[src/rtl/i2cbs_pkg.sv]
package i2cbs_pkg;

  localparam int unsigned BitsPerByte = 8;

  localparam logic [2:0] OP_START = 3'd0;
  localparam logic [2:0] OP_STOP  = 3'd1;
  localparam logic [2:0] OP_SEND  = 3'd2;
  localparam logic [2:0] OP_RECV  = 3'd3;
  localparam logic [2:0] OP_SACK  = 3'd4;
  localparam logic [2:0] OP_RACK  = 3'd5;

  typedef logic [$clog2(BitsPerByte)-1:0] bit_idx_t;

  typedef enum logic [1:0] {
    K_START,
    K_STOP,
    K_SEND,
    K_RECV
  } kind_e;

  typedef struct packed {
    logic [2:0] op;
    logic [7:0] tx_byte;
    logic       ack_out;
    logic [7:0] line_bits;
  } in_t;

  typedef struct packed {
    logic       scl_level;
    logic       sda_drive;
    logic [7:0] rx_byte;
    logic       ack_in;
    logic       last;
  } out_t;

  typedef struct packed {
    kind_e      kind;
    logic       multi;
    logic [7:0] data;
  } cmd_t;

endpackage

[src/rtl/i2c_master_bit_sequencer_unit.sv]
// I2C master bit sequencer. Each command beat (start, stop, send byte,
// receive byte, send ack, receive ack) turns into a run of result beats, one
// per pin write, showing SCL and the SDA drive (1 = released); the last beat
// of a command carries last = 1 and, for receives, the byte or ack bit read
// from line_bits. The back sequencer makes one pin write per cycle unless the
// result register is full and not popped; writes per command: send byte 24,
// receive byte 17, start 4, stop 3, ack commands 3. Commands 6 and 7 are
// dropped and give no result. A QueueDepth-entry command queue lets commands
// be pushed while the sequencer runs; results wait in one output register.
module i2c_master_bit_sequencer_unit #(
  parameter int unsigned QueueDepth = 2
) (
  input  logic            clk_i,
  input  logic            rst_ni,
  input  logic            push,
  output logic            full,
  input  i2cbs_pkg::in_t  in_i,
  output logic            empty,
  input  logic            pop,
  output i2cbs_pkg::out_t out_o
);

  i2cbs_pkg::cmd_t push_cmd, head_cmd;
  logic            q_push, q_full, q_valid, q_pop;

  i2cbs_front u_front (
    .item_i   (in_i),
    .push_i   (push),
    .q_full_i (q_full),
    .full_o   (full),
    .q_push_o (q_push),
    .q_cmd_o  (push_cmd)
  );

  i2cbs_queue #(
    .Depth (QueueDepth)
  ) u_queue (
    .clk_i   (clk_i),
    .rst_ni  (rst_ni),
    .push_i  (q_push),
    .cmd_i   (push_cmd),
    .full_o  (q_full),
    .pop_i   (q_pop),
    .valid_o (q_valid),
    .cmd_o   (head_cmd)
  );

  i2cbs_back u_back (
    .clk_i     (clk_i),
    .rst_ni    (rst_ni),
    .q_valid_i (q_valid),
    .q_cmd_i   (head_cmd),
    .q_pop_o   (q_pop),
    .pop_i     (pop),
    .empty_o   (empty),
    .out_o     (out_o)
  );

endmodule

[src/rtl/i2cbs_front.sv]
module i2cbs_front (
  input  i2cbs_pkg::in_t  item_i,
  input  logic            push_i,
  input  logic            q_full_i,
  output logic            full_o,
  output logic            q_push_o,
  output i2cbs_pkg::cmd_t q_cmd_o
);

  logic known;

  always_comb begin
    known   = 1'b1;
    q_cmd_o = '{kind: i2cbs_pkg::K_START, multi: 1'b0, data: 8'h00};
    case (item_i.op)
      i2cbs_pkg::OP_START: begin
        q_cmd_o.kind = i2cbs_pkg::K_START;
      end
      i2cbs_pkg::OP_STOP: begin
        q_cmd_o.kind = i2cbs_pkg::K_STOP;
      end
      i2cbs_pkg::OP_SEND: begin
        q_cmd_o = '{kind: i2cbs_pkg::K_SEND, multi: 1'b1, data: item_i.tx_byte};
      end
      i2cbs_pkg::OP_RECV: begin
        q_cmd_o = '{kind: i2cbs_pkg::K_RECV, multi: 1'b1, data: item_i.line_bits};
      end
      i2cbs_pkg::OP_SACK: begin
        q_cmd_o = '{kind: i2cbs_pkg::K_SEND, multi: 1'b0, data: {item_i.ack_out, 7'd0}};
      end
      i2cbs_pkg::OP_RACK: begin
        q_cmd_o = '{kind: i2cbs_pkg::K_RECV, multi: 1'b0, data: item_i.line_bits};
      end
      default: begin
        known = 1'b0;
      end
    endcase
  end

  // drop unknown commands at the door
  assign full_o   = q_full_i;
  assign q_push_o = push_i && !q_full_i && known;

endmodule

[src/rtl/i2cbs_queue.sv]
module i2cbs_queue #(
  parameter int unsigned Depth = 2
) (
  input  logic            clk_i,
  input  logic            rst_ni,
  input  logic            push_i,
  input  i2cbs_pkg::cmd_t cmd_i,
  output logic            full_o,
  input  logic            pop_i,
  output logic            valid_o,
  output i2cbs_pkg::cmd_t cmd_o
);

  localparam int unsigned PtrW = (Depth > 1) ? $clog2(Depth) : 1;
  localparam int unsigned CntW = $clog2(Depth + 1);

  i2cbs_pkg::cmd_t mem_q [Depth];
  logic [PtrW-1:0] wr_q, wr_d, rd_q, rd_d;
  logic [CntW-1:0] cnt_q, cnt_d;
  logic            do_push, do_pop;

  assign full_o  = (cnt_q == CntW'(Depth));
  assign valid_o = (cnt_q != '0);
  assign cmd_o   = mem_q[rd_q];
  assign do_push = push_i && !full_o;
  assign do_pop  = pop_i && valid_o;

  always_comb begin
    wr_d  = wr_q;
    rd_d  = rd_q;
    cnt_d = cnt_q;
    if (do_push) begin
      wr_d = (wr_q == PtrW'(Depth - 1)) ? '0 : wr_q + 1'b1;
    end
    if (do_pop) begin
      rd_d = (rd_q == PtrW'(Depth - 1)) ? '0 : rd_q + 1'b1;
    end
    if (do_push && !do_pop) begin
      cnt_d = cnt_q + 1'b1;
    end else if (do_pop && !do_push) begin
      cnt_d = cnt_q - 1'b1;
    end
  end

  always_ff @(posedge clk_i or negedge rst_ni) begin
    if (!rst_ni) begin
      wr_q  <= '0;
      rd_q  <= '0;
      cnt_q <= '0;
    end else begin
      wr_q  <= wr_d;
      rd_q  <= rd_d;
      cnt_q <= cnt_d;
    end
  end

  always_ff @(posedge clk_i) begin
    if (do_push) begin
      mem_q[wr_q] <= cmd_i;
    end
  end

endmodule

[src/rtl/i2cbs_back.sv]
module i2cbs_back (
  input  logic            clk_i,
  input  logic            rst_ni,
  input  logic            q_valid_i,
  input  i2cbs_pkg::cmd_t q_cmd_i,
  output logic            q_pop_o,
  input  logic            pop_i,
  output logic            empty_o,
  output i2cbs_pkg::out_t out_o
);

  localparam i2cbs_pkg::bit_idx_t LastBit = i2cbs_pkg::bit_idx_t'(i2cbs_pkg::BitsPerByte - 1);

  typedef enum logic [1:0] {
    PH_0,
    PH_1,
    PH_2,
    PH_3
  } phase_e;

  i2cbs_pkg::cmd_t  cmd_q, cmd_d, cmd;
  i2cbs_pkg::out_t  out_q, out_d;
  i2cbs_pkg::bit_idx_t bit_q, bit_d;
  phase_e     phase_q, phase_d;
  logic       busy_q, busy_d;
  logic       scl_q, sda_q, scl_d, sda_d;
  logic       valid_q, valid_d;
  logic       fire, fin;

  always_comb begin
    cmd     = busy_q ? cmd_q : q_cmd_i;
    fire    = (busy_q || q_valid_i) && (!valid_q || pop_i);
    q_pop_o = fire && !busy_q;
    scl_d   = scl_q;
    sda_d   = sda_q;
    fin     = 1'b0;
    phase_d = phase_e'(phase_q + 2'd1);
    bit_d   = bit_q;
    cmd_d   = cmd;
    case (cmd.kind)
      i2cbs_pkg::K_START: begin
        case (phase_q)
          PH_0: sda_d = 1'b1;
          PH_1: scl_d = 1'b1;
          PH_2: sda_d = 1'b0;
          default: begin
            scl_d = 1'b0;
            fin   = 1'b1;
          end
        endcase
      end
      i2cbs_pkg::K_STOP: begin
        case (phase_q)
          PH_0: sda_d = 1'b0;
          PH_1: scl_d = 1'b1;
          default: begin
            sda_d = 1'b1;
            fin   = 1'b1;
          end
        endcase
      end
      default: begin
        case (phase_q)
          PH_0: sda_d = (cmd.kind == i2cbs_pkg::K_SEND) ? cmd.data[7] : 1'b1;
          PH_1: scl_d = 1'b1;
          default: begin
            scl_d = 1'b0;
            fin   = (bit_q == (cmd.multi ? LastBit : '0));
            bit_d = bit_q + 1'b1;
            if (cmd.kind == i2cbs_pkg::K_SEND) begin
              phase_d    = PH_0;
              cmd_d.data = {cmd.data[6:0], 1'b0};
            end else begin
              phase_d = PH_1;
            end
          end
        endcase
      end
    endcase
    if (fin) begin
      phase_d = PH_0;
      bit_d   = '0;
    end
    busy_d = !fin;

    out_d = '{scl_level: scl_d, sda_drive: sda_d, rx_byte: 8'h00, ack_in: 1'b0, last: fin};
    if (fin && cmd.kind == i2cbs_pkg::K_RECV) begin
      if (cmd.multi) begin
        out_d.rx_byte = cmd.data;
      end else begin
        out_d.ack_in = cmd.data[7];
      end
    end

    valid_d = fire ? 1'b1 : (pop_i ? 1'b0 : valid_q);
  end

  always_ff @(posedge clk_i or negedge rst_ni) begin
    if (!rst_ni) begin
      busy_q  <= 1'b0;
      phase_q <= PH_0;
      bit_q   <= '0;
      scl_q   <= 1'b1;
      sda_q   <= 1'b1;
      valid_q <= 1'b0;
      cmd_q   <= '0;
      out_q   <= '0;
    end else begin
      valid_q <= valid_d;
      if (fire) begin
        busy_q  <= busy_d;
        phase_q <= phase_d;
        bit_q   <= bit_d;
        scl_q   <= scl_d;
        sda_q   <= sda_d;
        cmd_q   <= cmd_d;
        out_q   <= out_d;
      end
    end
  end

  assign empty_o = !valid_q;
  assign out_o   = out_q;

endmodule

[config.mk]
export PLATFORM = sky130hd
export DESIGN_NAME = i2c_master_bit_sequencer_unit
export DESIGN_NICKNAME = d
export VERILOG_FILES = /design/src/rtl/i2cbs_pkg.sv /design/src/rtl/i2c_master_bit_sequencer_unit.sv /design/src/rtl/i2cbs_front.sv /design/src/rtl/i2cbs_queue.sv /design/src/rtl/i2cbs_back.sv
export SDC_FILE = /design/constraint.sdc
export NUM_CORES = 1
export LEC_CHECK = 0
export ABC_AREA = 1
export BUFFER_PORTS_ARGS = -buffer_cell sky130_fd_sc_hd__buf_4
export CELL_PAD_IN_SITES_DETAIL_PLACEMENT = 1
export CELL_PAD_IN_SITES_GLOBAL_PLACEMENT = 1
export CORE_UTILIZATION = 39
export DETAILED_ROUTE_END_ITERATION = 12
export GPL_TIMING_DRIVEN = 0
export PLACE_DENSITY = 0.76
export SYNTH_ARGS = -nofsm -noshare
export SYNTH_HDL_FRONTEND = slang
export SYNTH_SLANG_ARGS = --single-unit
[constraint.sdc]
create_clock -name clk_i -period 1.7 [get_ports clk_i]
set_input_delay 0.17 -clock clk_i [delete_from_list [all_inputs] [get_ports clk_i]]
set_output_delay 0.17 -clock clk_i [all_outputs]
set_load 0.005 [all_outputs]
==> results of run 1 <==
[cell type report]
| type | count | share of cell area [%] |
|---|---|---|
| inverters | 43 | 4.32 |
| well taps | 99 | 3.26 |
| repair buffers | 48 | 10.2 |
| flip-flops and latches | 58 | 41.2 |
| multi-input cells | 239 | 33.1 |
| plain buffers | 10 | 2.21 |
| clock buffers | 9 | 3.26 |
| clock inverters | 7 | 2.44 |
[registers in the layout, summed over array words and instances, names as in the netlist]
name            count
u_back.bit_q        3
u_back.busy_q       1
u_back.cmd_q       11
u_back.out_o       12
u_back.phase_q      2
u_back.scl_q        1
u_back.sda_q        1
u_back.valid_q      1
u_queue.cnt_q       2
u_queue.mem_q      22
u_queue.rd_q        1
u_queue.wr_q        1
[power groups by stage]
stage	clock (µW)	sequential, µW	combinational (µW)
finish	1420	2210	2990
global route	1510	2270	3390
CTS	1450	2200	2740
detailed placement	0	2220	2580
global placement	0	2190	2470
floorplan	0	2140	1910
[logic make-up after synthesis]
| group | Yosys count | share of synthesized area (%) |
|---|---|---|
| AND/OR/NAND/NOR | 192 | 28.7 |
| flip-flops | 58 | 52.6 |
| buffers and inverters | 53 | 7.49 |
| AO/OA/AOI/OAI | 38 | 7.83 |
| adder cells (fa/ha/maj) | 6 | 2.53 |
| XOR/XNOR | 3 | 0.884 |
[layer usage]
metal,part of all wire [%],global-route usage (%)
met5,0,0
met4,1.7,7.36
met3,3.2,4.25
met2,52,37.9
met1,43,24.9
[metrics by stage]
stage	TNS [ns]	area, µm²	cells	worst slack, ns
global placement	-3.85	3370	485	-0.244
detailed placement	-5.71	3370	485	-0.286
floorplan	-0.0603	2980	350	-0.00637
CTS	0	3680	506	0.0177
finish	0	3800	513	0.0493
global route	-0.927	3800	513	-0.104
[what timing repair did]
| action | in CTS | in global routing |
|---|---|---|
| pin swaps | 0 | 5 |
| resized for setup | 15 | 14 |
| setup endpoints to repair | 48 | 41 |
| hold endpoints to repair | 34 | 0 |
| hold buffers | 1 | 0 |
| setup buffers | 4 | 7 |
[final timing paths]
kind                                     endpoint  slack [ns]  depth (start not counted)
worst max-delay path              u_back.bit_q[2]        0.05                          8
worst min-delay path               u_back.valid_q        0.10                          3
worst max register to register    u_back.bit_q[2]        0.05                          8
worst min register to register    u_back.out_o[7]        0.48                          2
max in group asynchronous       u_back.phase_q[0]        1.00                          2
min in group asynchronous         u_back.out_o[0]        0.34                          2
[worst register-to-register path, stage by stage (launching register included)]
cell and delay, ns:
dfrtp_2 0.48, ha_1 0.28, nor2_4 0.20, inv_1 0.11, nor3_4 0.22, nand2_1 0.08
nand2_1 0.06, nand2_1 0.06, nor2_1 0.10
[cells in the final DEF (no fill, tap or decap), types with 2 or more instances in the layout]
cell	instances
nand2_1	120
buf_4	46
inv_1	35
dfrtp_1	33
nand3_1	23
edfxtp_1	22
nor2_1	16
o21ai_0	15
or2_2	9
clkbuf_8	9
a21oi_1	8
inv_2	7
o211ai_1	7
nand2_2	6
nand3_2	6
nor2_4	5
buf_6	5
ha_1	5
buf_2	4
nor3_1	2
o21ai_4	2
xor2_1	2
o21ai_1	2
bufinv_16	2
clkinvlp_4	2
buf_12	2
dfstp_2	2
==> run_results.csv, run 1 <==
group,metric,value,unit
job,maxCapViolCount,0,
synthesis,synth_top_area_share,28.6,%
final_layout,drive_above_1_share,28.7,%
setup_path,path_cells,"ha_1 -> nor2_4 -> inv_1 -> nor3_4 -> nand2_1 -> nand2_1 -> nand2_1 -> nor2_1",
final_layout,fillers,913,
setup_path,slowest_stage,"dfrtp_2",
power_and_ir_drop,switching_share,41.2,%
timing,period_share,97.1,%
timing,worst_pin_slew,0.762,ns
drt,viasPerCell,4.86,
clock_tree,path_clk_slew,0.07,ns
drt,wl_per_cell,14.7,µm
synthesis,synth_nets,380,
timing,relSlewSlack,48.8,%
final_layout,final_util,52.1,%
outcome,run_status,"finished, final reports clean",
setup_path,critical_path.startpoint,"u_back.phase_q[0]",
timing,hold_slack,0.101,ns
timing,final_max_slew_viol_count,0,
synthesis,syn_avg_cell_area,8.49,µm²
timing,period_minus_slack,1.65,ns
drt,ant_nets,0,
final_layout,antenna_cells,0,
clock_tree,clk_latency,0.34,ns
clock_tree,cts_buffers,9,
power_and_ir_drop,combPwrFrac,45.2,%
synthesis,synthFlopType,"dfrtp_1",
drt,drt_iter0_markers,97,
place,place.gp.congestion,0.787,
synthesis,synth.distinct_cells,29,
synthesis,synthCells,350,
power_and_ir_drop,powerDensity,1750,nW/µm²
final_layout,nets,439,
grt,grt_max_degree,37,
timing,rsz0062_at_grt,"true",
grt,grt_antenna_before_repair,0,
timing,clock_skew,0.0112,ns
synthesis,syn_area,2970,µm²
power_and_ir_drop,ir_drop,0.000567,V
synthesis,synth_area_leaders,"dfrtp_1 29%, edfxtp_1 22%, nand2_1 16%",
final_layout,syn2layout_area_growth,27.7,%
hold_path,holdCritStartpoint,"pop",
synthesis,synth_top_cells_by_count,"125 x nand2_1, 38 x inv_1, 34 x dfrtp_1",
final_layout,multi_input_area,1260,µm²
setup_path,crit_path_start_kind,"register",
place,post-dp-hpwl,4960,µm
timing,setup_viol,0,
setup_path,cp_common_cell,"nand2_1",
setup_path,cp.required,1.97,ns
hold_path,hp-class,"in -> reg",
drt,drt_pass1_iterations,4,
floorplan,die-area,7980,µm²
floorplan,rows,31,
synthesis,ys_seq_area_share,52.6,%
synthesis,yosys_warnings,0,
drt,drc_errors,0,
setup_path,critPathKind,"reg -> reg",
drt,routed_wl,7560,µm
grt,grt_pass1_wl,12400,µm
clock_tree,cts_buffer_depth,2,
power_and_ir_drop,internal-power,3900,µW
floorplan,core,7290,µm²
setup_path,cpPeakStageDelay,0.48,ns
drt,vias,2495,
synthesis,ys_async_sr_fraction,62.1,%
floorplan,die_x,89.3,µm
floorplan,io_pins,38,
power_and_ir_drop,p_clk_share,21.5,%
synthesis,synth.largest_area_cell,"dfrtp_1",
setup_path,arrival,1.92,ns
clock_tree,cts_tree,"yes",
timing,hold_viol,0,
timing,max_clock_freq,606,MHz
floorplan,initial_core_util,40.8,%
synthesis,yosysMostFrequentCell,"nand2_1",
grt,grt_usage,21.0,%
floorplan,die_h,89.3,µm
synthesis,synth_edf_count,22,
power_and_ir_drop,switchingPower,2730,µW
setup_path,r2r_start,"u_back.phase_q[0]",
power_and_ir_drop,p_leak,0.00183,µW
setup_path,cpLargestDelayFamily,"simple AND/OR/NAND/NOR gates",
setup_path,path_buf_inv,1,
grt,grt-ovfl-total,0,
grt,first_global_vias,2595,
setup_path,endpoint_kind,"register",
setup_path,cp_max_fo,10,
final_layout,seq_area,1570,µm²
clock_tree,htree_levels,3,
place,portBuffers,36,
clock_tree,cts_sinks,58,
power_and_ir_drop,total_power,6630,µW
clock_tree,root_buffer,"clkbuf_8",
power_and_ir_drop,p_seq_share,33.4,%
synthesis,ys_ff_latch,58,
No activity file was read; power rests on OpenSTA's default activity.
==> inputs of run 2 (changes only) <==
--- a/config.mk
+++ b/config.mk
@@ -9,10 +9,11 @@
 export BUFFER_PORTS_ARGS = -buffer_cell sky130_fd_sc_hd__buf_4
 export CELL_PAD_IN_SITES_DETAIL_PLACEMENT = 1
 export CELL_PAD_IN_SITES_GLOBAL_PLACEMENT = 1
-export CORE_UTILIZATION = 39
+export CORE_UTILIZATION = 41
+export CTS_BUF_LIST = sky130_fd_sc_hd__clkbuf_8
 export DETAILED_ROUTE_END_ITERATION = 12
 export GPL_TIMING_DRIVEN = 0
-export PLACE_DENSITY = 0.76
+export PLACE_DENSITY_LB_ADDON = 0.2
 export SYNTH_ARGS = -nofsm -noshare
 export SYNTH_HDL_FRONTEND = slang
 export SYNTH_SLANG_ARGS = --single-unit
==> run 2 against run 1 <==
Net effect: global-route usage decreased by 0.79 points; non-clock buffer count rose by 2; worst hold slack better by 0.0060 ns; combinational power is essentially flat; via count shrank 0.72%; clock power decreased by 12%; sequential power about the same; utilization rose by 2.6 points; register-to-register slack about the same; clock skew up 0.00075 ns; largest power group unchanged.
==> run_results.csv, run 2 (same netlist as run 1, synthesis figures left out) <==
group,metric,value,unit
outcome,run_status,"finished, final reports clean",
clock_tree,htree_levels,3,
drt,routed_wl,7120,µm
drt,drt_iter0_markers,77,
setup_path,arrival,1.88,ns
clock_tree,cts_tree,"yes",
drt,drt_pass1_iterations,4,
timing,hold_viol,0,
floorplan,rows,30,
setup_path,worst_r2r_endpoint,"u_queue.cnt_q[1]",
setup_path,path_cells,"inv_1 -> nand3_1 -> nand2_2 -> inv_2 -> buf_6 -> nand2_4 -> ha_4 -> a21oi_2 -> o21ai_1 -> xor2_1",
setup_path,critPathKind,"reg -> reg",
grt,grt_max_degree,37,
power_and_ir_drop,p_clk_share,19.4,%
final_layout,layout_commonest_cell,"nand2_1",
power_and_ir_drop,powerDensity,1710,nW/µm²
setup_path,endpoint_kind,"register",
final_layout,final_util,54.7,%
job,maxCapViolCount,0,
final_layout,drive_above_1_share,28.1,%
hold_path,worstHoldEndpoint,"u_back.valid_q",
final_layout,largest_register_ffs,22,
floorplan,core,6910,µm²
setup_path,r2r_start,"u_queue.cnt_q[0]",
setup_path,path_buf_inv,3,
clock_tree,path_clk_slew,0.07,ns
timing,max_clock_freq,604,MHz
final_layout,fillers,861,
setup_path,cpLargestDelayFamily,"flip-flops",
timing,period_share,97.4,%
power_and_ir_drop,ir_drop,0.000623,V
drt,vias,2477,
grt,grt_antenna_before_repair,0,
power_and_ir_drop,switching_share,40.8,%
drt,ant_nets,0,
grt,first_global_vias,2587,
place,place.gp.congestion,0.779,
clock_tree,cts_buffers,9,
floorplan,initial_core_util,43.0,%
floorplan,die-area,7600,µm²
setup_path,cp_max_fo,3,
grt,grt_pass1_wl,11700,µm
setup_path,crit_path_start_kind,"register",
grt,grt-ovfl-total,0,
timing,period_minus_slack,1.65,ns
final_layout,final_cells,512,
power_and_ir_drop,total_power,6450,µW
final_layout,layout_common_cells,"122 x nand2_1, 49 x buf_4, 38 x inv_1",
hold_path,hp-class,"in -> reg",
timing,worst_pin_slew,0.729,ns
hold_path,min_path_cells,3,
timing,clock_skew,0.0119,ns
place,portBuffers,36,
final_layout,nets,441,
setup_path,cp.required,1.93,ns
final_layout,syn2layout_area_growth,27.1,%
power_and_ir_drop,internal-power,3820,µW
clock_tree,clk_latency,0.34,ns
timing,final_max_slew_viol_count,0,
final_layout,antenna_cells,0,
clock_tree,cts_buffer_depth,2,
timing,setup_viol,0,
power_and_ir_drop,p_seq_share,33.8,%
drt,viasPerCell,4.84,
grt,grt_usage,20.2,%
place,post-dp-hpwl,4980,µm
clock_tree,root_buffer,"clkbuf_8",
drt,drc_errors,0,
floorplan,die_h,87.2,µm
setup_path,regToRegSetupSlack,0.05,ns
drt,wl_per_cell,13.9,µm
floorplan,io_pins,38,
setup_path,slowest_stage,"dfrtp_1",
final_layout,top_register,"u_queue.mem_q",
place,dp_cells,482,
timing,relSlewSlack,51.0,%
hold_path,holdCritStartpoint,"pop",
power_and_ir_drop,switchingPower,2630,µW
clock_tree,cts_sinks,58,
setup_path,cpPeakStageDelay,0.40,ns
power_and_ir_drop,p_leak,0.00183,µW
power_and_ir_drop,combPwrFrac,46.8,%
floorplan,die_x,87.2,µm
setup_path,reg2regPathDepth,10,
## run 2: changes by cell type in the layout (fill, tap and decap cells not counted), moves of 2 or more
cell,previous run,this run
buf_6,5,3
ha_1,5,3
buf_4,46,49
inv_2,7,5
nand2_2,6,4
nand2_1,120,122
inv_1,35,38
ha_2,0,2
## run 2: area by class of cell
class                           count  area [µm²]  area share, %
Sequential cell                    58        1570           41.5
Multi-Input combinational cell    239        1250           33.1
Inverter                           43         166           4.41
Buffer                              9        68.8           1.82
Clock buffer                       10         138           3.64
Clock inverter                      6        57.6           1.52
Timing Repair Buffer               51         410           10.9
Tap cell                           96         120           3.18
## run 2: repair_timing
action | in CTS | in global routing
pin swaps | 0 | 7
hold endpoints to repair | 34 | 0
gates resized for setup | 13 | 11
endpoints found under the setup margin | 50 | 36
hold buffers | 1 | 0
buffers inserted | 5 | 9
## run 2: power groups by stage
stage	Combinational, µW	Sequential (µW)	Clock (µW)
2_1_floorplan	1910	2140	0
3_3_place_gp	2480	2190	0
3_5_place_dp	2580	2210	0
4_1_cts	2740	2190	1270
5_1_grt	3400	2220	1330
6_report	3020	2180	1250
## run 2: worst max-delay path by stage
| stage | to | cells after the start | start |
|---|---|---|---|
| after floorplan | u_queue.cnt_q[1] | 10 | u_back.valid_q |
| after detailed placement | u_queue.mem_q[0][5] | 5 | u_queue.cnt_q[1] |
| after CTS | u_queue.mem_q[1][7] | 5 | u_queue.cnt_q[1] |
| after global placement | u_queue.mem_q[0][4] | 5 | u_queue.cnt_q[1] |
| after global routing | u_queue.cnt_q[1] | 10 | u_queue.cnt_q[0] |
| final | u_queue.cnt_q[1] | 10 | u_queue.cnt_q[0] |
## run 2: metal layers
| layer | vias up | GRT usage [%] | wire (µm) |
|---|---|---|---|
| li1 | 1237 | - | - |
| met1 | 1184 | 24.4 | 3240 |
| met2 | 46 | 34.6 | 3540 |
| met3 | 10 | 5.69 | 250 |
| met4 | 0 | 7.30 | 94 |
| met5 | - | 0 | 0 |
## run 2: metrics by stage
step / TNS, ns / cell area [µm²] / worst slack, ns / hold WS, ns
after detailed placement: -6.81 / 3370 / -0.299 / 0.170
final: 0 / 3780 / 0.0450 / 0.107
after CTS: -1.61 / 3650 / -0.0866 / 0.0965
after floorplan: -0.0603 / 2980 / -0.00637 / -0.126
after global placement: -3.62 / 3370 / -0.236 / 0.168
after global routing: -0.156 / 3780 / -0.0652 / 0.109
## run 2: tightest hold or removal path: stages
cell	delay, ns
buf_4	0.08
or2_4	0.11
nand2_1	0.05
